--- config.mk ---
export PLATFORM = sky130hd
export DESIGN_NAME = adpcm_pole_zero_predictor
export DESIGN_NICKNAME = d
export VERILOG_FILES = /design/src/hw/rtl/apzp_pkg.sv /design/src/hw/rtl/apzp_mul.sv /design/src/hw/rtl/adpcm_pole_zero_predictor.sv
export SDC_FILE = /design/constraint.sdc
export NUM_CORES = 2
export LEC_CHECK = 0
export ABC_AREA = 1
export CAP_MARGIN = 20
export CORE_AREA = 2 2 258 260
export CTS_BUF_LIST = sky130_fd_sc_hd__clkbuf_8
export DETAILED_ROUTE_END_ITERATION = 16
export DIE_AREA = 0 0 260 262
export DONT_BUFFER_PORTS = 1
export HOLD_SLACK_MARGIN = 0.08
export PLACE_DENSITY = 0.7
export SETUP_SLACK_MARGIN = 0.4
export SYNTH_ARGS = -nofsm -noshare
export SYNTH_HDL_FRONTEND = slang
export SYNTH_SLANG_ARGS = --single-unit
--- constraint.sdc ---
create_clock -name clk_i -period 10.6 [get_ports clk_i]
set_clock_uncertainty 0.15 [all_clocks]
set_input_delay 1.06 -clock clk_i [delete_from_list [all_inputs] [get_ports clk_i]]
set_output_delay 1.06 -clock clk_i [all_outputs]
set_load 0.1 [all_outputs]
--- src/hw/rtl/apzp_pkg.sv ---
package apzp_pkg;

  // One 16-bit two's complement sample or coefficient.
  typedef logic signed [15:0] sample_t;

  // Request to the shared Q15 multiplier.
  typedef struct packed {
    logic    issue;
    sample_t a;
    sample_t b;
  } mul_req_t;

  localparam int C_LEAK_ZERO = 32640;  // zero and a1 leakage factor
  localparam int C_LEAK_A2   = 32512;  // a2 leakage factor
  localparam int C_ZERO_STEP = 128;    // zero coefficient and a2 sign step
  localparam int C_A1_STEP   = 192;    // a1 sign step
  localparam int C_A1_LIM    = 15360;  // a1 bound is this minus a2
  localparam int C_A2_LIM    = 12288;  // a2 bound

  // Saturating 16-bit add.
  function automatic sample_t sat_add16(sample_t a, sample_t b);
    logic signed [16:0] s;
    s = 17'(a) + 17'(b);
    if (s[16] != s[15]) begin
      return s[16] ? 16'sh8000 : 16'sh7fff;
    end
    return s[15:0];
  endfunction

  // Saturating negation: the most negative value maps to the most positive.
  function automatic sample_t sat_neg16(sample_t a);
    return (a == 16'sh8000) ? 16'sh7fff : -a;
  endfunction

  // Sign agreement, with zero counted as positive.
  function automatic logic same_sign(sample_t a, sample_t b);
    return a[15] == b[15];
  endfunction

endpackage

--- src/hw/rtl/apzp_mul.sv ---
module apzp_mul (
  input  logic               clk_i,
  input  apzp_pkg::mul_req_t req_i,
  output apzp_pkg::sample_t  res_o
);
  import apzp_pkg::*;

  logic signed [31:0] prod;
  logic signed [16:0] shifted;
  sample_t            res_d;
  sample_t            res_q;

  // Q15 product with floor truncation; only -1 times -1 can overflow.
  assign prod    = req_i.a * req_i.b;
  assign shifted = prod[31:15];

  always_comb begin
    if (shifted[16] != shifted[15]) begin
      res_d = shifted[16] ? 16'sh8000 : 16'sh7fff;
    end else begin
      res_d = shifted[15:0];
    end
  end

  always_ff @(posedge clk_i) begin
    if (req_i.issue) begin
      res_q <= res_d;
    end
  end

  assign res_o = res_q;

endmodule

--- src/hw/rtl/adpcm_pole_zero_predictor.sv ---
// Adaptive pole-zero predictor of one ADPCM sub-band.
//
// The slave channel carries one quantized difference sample per beat. For
// each beat the block returns one beat on the master channel holding the new
// full prediction, the new zero-part prediction and the reconstructed sample.
// All arithmetic runs through a single registered Q15 multiplier under a
// small sequencer: every multiply has an issue state and a state that
// consumes the product. The result is offered at the same edge at which
// the block becomes ready again, and the input is not ready while an item
// is in work.
// The result sits in an output register, so a new item is accepted while the
// previous result still waits. If the receiver stalls so long that the next
// result is finished before the old one is taken, the sequencer holds in its
// last step until the output register is free.
// Reset clears all histories, coefficients and predictions to zero and
// drops the output valid.
module adpcm_pole_zero_predictor #(
  parameter int ZERO_TAPS = 6
) (
  input  logic        clk_i,
  input  logic        rst_ni,
  input  logic        s_tvalid_i,
  output logic        s_tready_o,
  input  logic [15:0] s_tdata_i,   // [15:0] quant_diff
  output logic        m_tvalid_o,
  input  logic        m_tready_i,
  output logic [47:0] m_tdata_o    // [15:0] prediction, [31:16] zero_prediction,
                                   // [47:32] reconstructed
);
  import apzp_pkg::*;

  localparam int IdxW = (ZERO_TAPS > 1) ? $clog2(ZERO_TAPS) : 1;
  localparam logic [IdxW-1:0] LastIdx = IdxW'(ZERO_TAPS - 1);

  // Each multiply step has an issue state and a state that uses the product.
  typedef enum logic [3:0] {
    ST_IDLE,
    ST_ZC_MUL,
    ST_ZC_UPD,
    ST_A2_MUL,
    ST_A2_UPD,
    ST_A1_MUL,
    ST_A1_UPD,
    ST_ZS_MUL,
    ST_ZS_ACC,
    ST_P1_MUL,
    ST_P1_UPD,
    ST_P2_MUL,
    ST_P2_UPD
  } state_e;

  state_e          state_q;
  logic [IdxW-1:0] idx_q;

  // Per-item working registers.
  sample_t d_q;
  sample_t recon_q;
  sample_t partial_q;
  sample_t w_q;
  sample_t lim_q;
  sample_t zsum_q;
  sample_t t1_q;

  // Predictor state.
  sample_t dh_q [ZERO_TAPS];
  sample_t zc_q [ZERO_TAPS];
  sample_t pole_q [2];
  sample_t ph_q [2];
  sample_t prev_recon_q;
  sample_t prev_pred_q;
  sample_t prev_zp_q;

  // Output register.
  logic    m_valid_q;
  sample_t out_pred_q;
  sample_t out_zp_q;
  sample_t out_recon_q;

  mul_req_t mul_req;
  sample_t  mul_res;

  // Combinational helpers for the update steps.
  sample_t d_in;
  sample_t zc_step;
  sample_t zc_sign_step;
  sample_t a2_w0;
  sample_t a2_w1;
  sample_t a2_w;
  sample_t a2_sum;
  sample_t a2_new;
  sample_t a1_lim;
  sample_t a1_sum;
  sample_t a1_new;
  sample_t pred_new;
  logic    out_free;

  assign d_in     = s_tdata_i;
  assign out_free = !m_valid_q || m_tready_i;

  // The shared multiplier sees one operand pair per issue state.
  always_comb begin
    mul_req = '0;
    case (state_q)
      ST_ZC_MUL: begin
        mul_req.issue = 1'b1;
        mul_req.a     = zc_q[idx_q];
        mul_req.b     = sample_t'(C_LEAK_ZERO);
      end
      ST_A2_MUL: begin
        mul_req.issue = 1'b1;
        mul_req.a     = sample_t'(C_LEAK_A2);
        mul_req.b     = pole_q[1];
      end
      ST_A1_MUL: begin
        mul_req.issue = 1'b1;
        mul_req.a     = sample_t'(C_LEAK_ZERO);
        mul_req.b     = pole_q[0];
      end
      ST_ZS_MUL: begin
        mul_req.issue = 1'b1;
        mul_req.a     = sat_add16(dh_q[idx_q], dh_q[idx_q]);
        mul_req.b     = zc_q[idx_q];
      end
      ST_P1_MUL: begin
        mul_req.issue = 1'b1;
        mul_req.a     = sat_add16(recon_q, recon_q);
        mul_req.b     = pole_q[0];
      end
      ST_P2_MUL: begin
        mul_req.issue = 1'b1;
        mul_req.a     = sat_add16(prev_recon_q, prev_recon_q);
        mul_req.b     = pole_q[1];
      end
      default: begin
        mul_req = '0;
      end
    endcase
  end

  apzp_mul u_mul (
    .clk_i (clk_i),
    .req_i (mul_req),
    .res_o (mul_res)
  );

  always_comb begin
    // Sign-sign step of the zero coefficients; a zero difference only leaks.
    zc_step      = (d_q == '0) ? sample_t'(0) : sample_t'(C_ZERO_STEP);
    zc_sign_step = same_sign(dh_q[idx_q], d_q) ? zc_step : -zc_step;

    // Gradient term of a2, prepared while its leakage product is formed.
    a2_w0 = sat_add16(pole_q[0], pole_q[0]);
    if (same_sign(partial_q, ph_q[0])) begin
      a2_w0 = sat_neg16(a2_w0);
    end
    a2_w1 = a2_w0 >>> 7;
    a2_w  = sat_add16(same_sign(partial_q, ph_q[1]) ? sample_t'(C_ZERO_STEP)
                                                    : sample_t'(-C_ZERO_STEP),
                      a2_w1);

    a2_sum = sat_add16(w_q, mul_res);
    if (a2_sum > sample_t'(C_A2_LIM)) begin
      a2_new = sample_t'(C_A2_LIM);
    end else if (a2_sum < sample_t'(-C_A2_LIM)) begin
      a2_new = sample_t'(-C_A2_LIM);
    end else begin
      a2_new = a2_sum;
    end

    // The a1 bound follows the freshly updated a2.
    a1_lim = sat_add16(sample_t'(C_A1_LIM), sat_neg16(pole_q[1]));
    a1_sum = sat_add16(same_sign(partial_q, ph_q[0]) ? sample_t'(C_A1_STEP)
                                                     : sample_t'(-C_A1_STEP),
                       mul_res);
    if (a1_sum > lim_q) begin
      a1_new = lim_q;
    end else if (a1_sum < sat_neg16(lim_q)) begin
      a1_new = sat_neg16(lim_q);
    end else begin
      a1_new = a1_sum;
    end

    pred_new = sat_add16(sat_add16(t1_q, mul_res), zsum_q);
  end

  always_ff @(posedge clk_i or negedge rst_ni) begin
    if (!rst_ni) begin
      state_q      <= ST_IDLE;
      idx_q        <= '0;
      m_valid_q    <= 1'b0;
      prev_recon_q <= '0;
      prev_pred_q  <= '0;
      prev_zp_q    <= '0;
      for (int i = 0; i < ZERO_TAPS; i++) begin
        dh_q[i] <= '0;
        zc_q[i] <= '0;
      end
      for (int i = 0; i < 2; i++) begin
        pole_q[i] <= '0;
        ph_q[i]   <= '0;
      end
    end else begin
      // A beat taken by the receiver clears the valid unless a new result
      // loads the output register at the same edge.
      if (m_tready_i && !((state_q == ST_P2_UPD) && out_free)) begin
        m_valid_q <= 1'b0;
      end
      case (state_q)
        ST_IDLE: begin
          if (s_tvalid_i) begin
            d_q       <= d_in;
            recon_q   <= sat_add16(prev_pred_q, d_in);
            partial_q <= sat_add16(d_in, prev_zp_q);
            idx_q     <= '0;
            state_q   <= ST_ZC_MUL;
          end
        end
        ST_ZC_MUL: begin
          state_q <= ST_ZC_UPD;
        end
        ST_ZC_UPD: begin
          zc_q[idx_q] <= sat_add16(zc_sign_step, mul_res);
          if (idx_q == LastIdx) begin
            idx_q   <= '0;
            state_q <= ST_A2_MUL;
          end else begin
            idx_q   <= idx_q + IdxW'(1);
            state_q <= ST_ZC_MUL;
          end
        end
        ST_A2_MUL: begin
          w_q     <= a2_w;
          state_q <= ST_A2_UPD;
        end
        ST_A2_UPD: begin
          pole_q[1] <= a2_new;
          state_q   <= ST_A1_MUL;
        end
        ST_A1_MUL: begin
          lim_q   <= a1_lim;
          state_q <= ST_A1_UPD;
        end
        ST_A1_UPD: begin
          pole_q[0] <= a1_new;
          // Histories move on once every coefficient has used the old ones.
          for (int i = ZERO_TAPS - 1; i > 0; i--) begin
            dh_q[i] <= dh_q[i-1];
          end
          dh_q[0] <= d_q;
          ph_q[1] <= ph_q[0];
          ph_q[0] <= partial_q;
          zsum_q  <= '0;
          idx_q   <= '0;
          state_q <= ST_ZS_MUL;
        end
        ST_ZS_MUL: begin
          state_q <= ST_ZS_ACC;
        end
        ST_ZS_ACC: begin
          zsum_q <= sat_add16(zsum_q, mul_res);
          if (idx_q == LastIdx) begin
            idx_q   <= '0;
            state_q <= ST_P1_MUL;
          end else begin
            idx_q   <= idx_q + IdxW'(1);
            state_q <= ST_ZS_MUL;
          end
        end
        ST_P1_MUL: begin
          state_q <= ST_P1_UPD;
        end
        ST_P1_UPD: begin
          t1_q    <= mul_res;
          state_q <= ST_P2_MUL;
        end
        ST_P2_MUL: begin
          state_q <= ST_P2_UPD;
        end
        ST_P2_UPD: begin
          if (out_free) begin
            m_valid_q    <= 1'b1;
            out_pred_q   <= pred_new;
            out_zp_q     <= zsum_q;
            out_recon_q  <= recon_q;
            prev_pred_q  <= pred_new;
            prev_zp_q    <= zsum_q;
            prev_recon_q <= recon_q;
            state_q      <= ST_IDLE;
          end
        end
        default: begin
          state_q <= ST_IDLE;
        end
      endcase
    end
  end

  assign s_tready_o = (state_q == ST_IDLE);
  assign m_tvalid_o = m_valid_q;
  assign m_tdata_o  = {out_recon_q, out_zp_q, out_pred_q};

`ifndef SYNTHESIS
  // The stability clamp keeps a2 inside its bound at all times.
  assert property (@(posedge clk_i) disable iff (!rst_ni)
    (pole_q[1] <= sample_t'(C_A2_LIM)) && (pole_q[1] >= sample_t'(-C_A2_LIM)))
    else $error("a2 outside its stability bound");

  // a1 never exceeds the widest bound its clamp allows.
  assert property (@(posedge clk_i) disable iff (!rst_ni)
    (pole_q[0] <= sample_t'(C_A1_LIM + C_A2_LIM)) &&
    (pole_q[0] >= sample_t'(-(C_A1_LIM + C_A2_LIM))))
    else $error("a1 outside its stability bound");

  // A result only appears as the last step of an item completes.
  assert property (@(posedge clk_i) disable iff (!rst_ni)
    $rose(m_valid_q) |-> $past(state_q == ST_P2_UPD))
    else $error("result raised outside the final step");

  // An accepted sample keeps the input closed on the following cycle.
  assert property (@(posedge clk_i) disable iff (!rst_ni)
    (s_tvalid_i && s_tready_o) |=> !s_tready_o)
    else $error("input reopened while a sample is in work");

  // The tap counter stays within the tap count.
  assert property (@(posedge clk_i) disable iff (!rst_ni)
    idx_q <= LastIdx)
    else $error("tap index out of range");
`endif

endmodule
==> impl_summary.log <==
INFO  metric fin_nets = a little under 5000
INFO  metric area_delta_synth_final = 7.31%
INFO  metric setup_violations = 0
INFO  metric synth.net_count = around 4900
INFO  metric htree_levels = 3
INFO  metric die_height = 262 um
INFO  metric cp_slowest_cell = sky130_fd_sc_hd__a21boi_0
INFO  metric period_minus_slack = approximately 9.5 ns
INFO  metric detail_route.wl_per_cell = 19.5 um
INFO  metric critical_path.max_stage_delay = a little under 0.9 ns
INFO  metric final_min_period_over_clock_period = between 80% and 90%
INFO  metric fraction_of_layout_instances_using_a_drive_strength_above_1 = 6.31%
INFO  metric clock_path_buffers = 3
INFO  metric worst_setup_path_start_kind = flip-flop
INFO  metric grt_start_max_net_pins = approximately 280
INFO  metric buffer_ports.inserted = 0
INFO  metric fmaxAchievable = roughly 0.10 GHz
INFO  metric die_x = ~260 um
INFO  metric detailedRoute.firstPassIterationCount = 6
INFO  metric timing.setup.critical_path_class = flip-flop to flip-flop
INFO  metric drtAntennaViolNets = 0
INFO  metric synth_edf_count = 155
INFO  metric clk_root_buffer_cell = sky130_fd_sc_hd__clkbuf_8
INFO  metric final-seq-area = approximately 12000 um2
INFO  metric yosys_most_used_dff = sky130_fd_sc_hd__dfrtp_1
INFO  metric syn-instance-count = around 4400
INFO  metric synth_cell_types = 63
INFO  metric timing.hold.worst.class = primary input to asynchronous set/reset pin
INFO  metric io_pins = 70
INFO  metric cp.arrival = just under 10 ns
INFO  metric synth.yosys.seq_area_share = between 30% and 40%
INFO  metric insertion_delay = 0.69 ns
INFO  metric syn_area_per_cell = 8.20 um2
INFO  metric initialDrtViolationCount = ~2900
INFO  metric dpl.hpwl = about 80000 um
INFO  metric cts_made_buffers = around 80
INFO  metric clk_transition_reported_paths = about 0.070 ns
INFO  metric drt_wl_total = 104000 um
INFO  metric routabilityCongestion = 1.01
INFO  metric setup.worst_path.end_class = flip-flop
INFO  metric groute.usage.overall = around 31%
INFO  metric drcViolationCount = 0
INFO  metric n_antenna_cell = 0
INFO  metric global_route.overflow_total = 0
INFO  metric critPathMaxFanout = 22
INFO  metric timing_hold_violations_final = 0
INFO  metric fillerInstances = between 5000 and 6000
INFO  metric initial_utilization = a little over half
INFO  metric first_pass_grt_wire_length = around 160000 um
INFO  metric coreArea = 65300 um2
INFO  metric grt_setup_unrepaired = false
INFO  metric worst_path_required_time = around 11 ns
INFO  metric max_cap_viol_count = 0
INFO  metric tritoncts = built
INFO  metric synthesis.area = ~36000 um2
INFO  metric tightestPinTransition = 1.08 ns
INFO  metric antenna_violations_before_repair = 0
INFO  metric grt_pass1_vias = between 20000 and 30000
INFO  metric avgViaCountPerCell = between 5 and 6
INFO  metric synth-seq-cells = ~440
INFO  metric rows = 94
INFO  metric maxSlewHeadroom = 27.6%
INFO  metric multi_input_comb_area = about 21000 um2
INFO  metric drv_slew = 0
INFO  metric reg_top3 = dh_q (96), zc_q (96), pole_q (32)
INFO  metric yosys_warnings = 0
INFO  metric async_flop_share = between 60 and 70%
INFO  metric die_footprint = ~68000 um2
INFO  metric setup-tns-final = 0 ns
INFO  metric clock_sink_count = roughly 440
INFO  metric outcome = completed
INFO  metric route.vias.total = 29600
==> kinds of logic (layout without fill, tap and decap cells) <==
kind of cell | after synthesis | after routing | share of synthesized area (%)
compound gates | 788 | 788 | 12.5
xor+xnor | 130 | 130 | 3.18
fa+ha+maj | 511 | 511 | 23.6
buf+inv | 855 | 934 | 9.21
flops | 437 | 437 | 32.7
simple gates | 1640 | 1640 | 18.8
==> synthesized netlist by cell type (92+ instances only) <==
cell type | count | share of area, %
sky130_fd_sc_hd__nand3_1 | 108 | 1.5
sky130_fd_sc_hd__clkbuf_1 | 96 | 1.0
sky130_fd_sc_hd__nand2_1 | 1057 | 11
sky130_fd_sc_hd__a21oi_1 | 237 | 3.3
sky130_fd_sc_hd__ha_1 | 239 | 8.4
sky130_fd_sc_hd__o21ai_0 | 341 | 4.8
sky130_fd_sc_hd__fa_1 | 272 | 15
sky130_fd_sc_hd__edfxtp_1 | 155 | 13
sky130_fd_sc_hd__xor2_1 | 92 | 2.3
sky130_fd_sc_hd__nor2_1 | 335 | 3.5
sky130_fd_sc_hd__inv_1 | 698 | 7.3
sky130_fd_sc_hd__dfrtp_1 | 282 | 20
==> layout by cell type (no fill, tap or decap), drive strengths merged, types with 36 or more instances in the layout <==
cell,count
a21oi,242
buf,59
clkbuf,86
dfrtp,282
edfxtp,155
fa,272
ha,239
inv,752
nand2,1088
nand3,116
nor2,349
nor3,36
o21ai,369
xnor2,38
xor2,92
==> worst max-delay path, delay by kind of cell, from the launching register on <==
family,cells,cell delay [ns]
flops,1,0.61
buf+inv,8,1.76
compound gates,8,2.24
fa+ha+maj,7,3.42
simple gates,8,1.08
==> path summary, 6_finish.rpt <==
check / start / end / slack [ns] / cells after the start
setup / recovery: idx_q[0]$_DFFE_PN0P_ / u_mul.res_o[8]$_DFFE_PN_ / 1.06 / 31
hold / removal: rst_ni / dh_q[85]$_DFFE_PN0P_ / 0.12 / 1
setup reg to reg: idx_q[0]$_DFFE_PN0P_ / u_mul.res_o[8]$_DFFE_PN_ / 1.06 / 31
hold reg to reg: prev_recon_q[6]$_DFFE_PN0P_ / prev_recon_q[6]$_DFFE_PN0P_ / 0.32 / 2
min in group clk_i: s_tdata_i[5] / d_q[5]$_DFFE_PP_ / 0.31 / 0
max in group asynchronous: rst_ni / zc_q[34]$_DFFE_PN0P_ / 8.86 / 2
==> through the flow <==
| stage | area [um2] | cells | setup WS (ns) | hold WS, ns | util [%] |
|---|---|---|---|---|---|
| final | 38400 | 5304 | 1.06 | 0.117 | 58.8 |
| after global routing | 38400 | 5304 | 0.421 | 0.154 | 58.8 |
| after CTS | 38300 | 5297 | 0.508 | 0.277 | 58.7 |
| after detailed placement | 36700 | 5154 | 0.579 | 0.308 | 56.3 |
| after global placement | 36700 | 5152 | 0.803 | 0.299 | 56.2 |
| after floorplan | 35800 | 4361 | 1.95 | 0.276 | - |
==> repair_timing <==
action / CTS / global route
endpoints found under the hold margin: 282 / 0
endpoints found under the setup margin: 0 / 16
resized for setup: 0 / 5
buffers inserted: 0 / 3
hold buffers: 1 / 0
==> routing by layer <==
metal	vias up	track usage (%)	share of wire, %	wire length, um
met3	219	6.86	9.3	9590
met4	0	11.9	4.0	4150
met1	14100	43.9	43	44200
met5	-	0	0	0
li1	14100	-	-	-
met2	1197	47.5	44	45600
==> area by class of cell <==
type	count	share of cell area [%]
repair buffers	61	1.28
multi-input cells	3069	54.2
clock inverters	58	0.991
inverters	731	7.17
clock buffers	84	3.01
flip-flops and latches	437	30.5
well taps	864	2.82
Power is not shown: default switching activity piles up to over one toggle a cycle in this logic, so the estimate is an artifact.
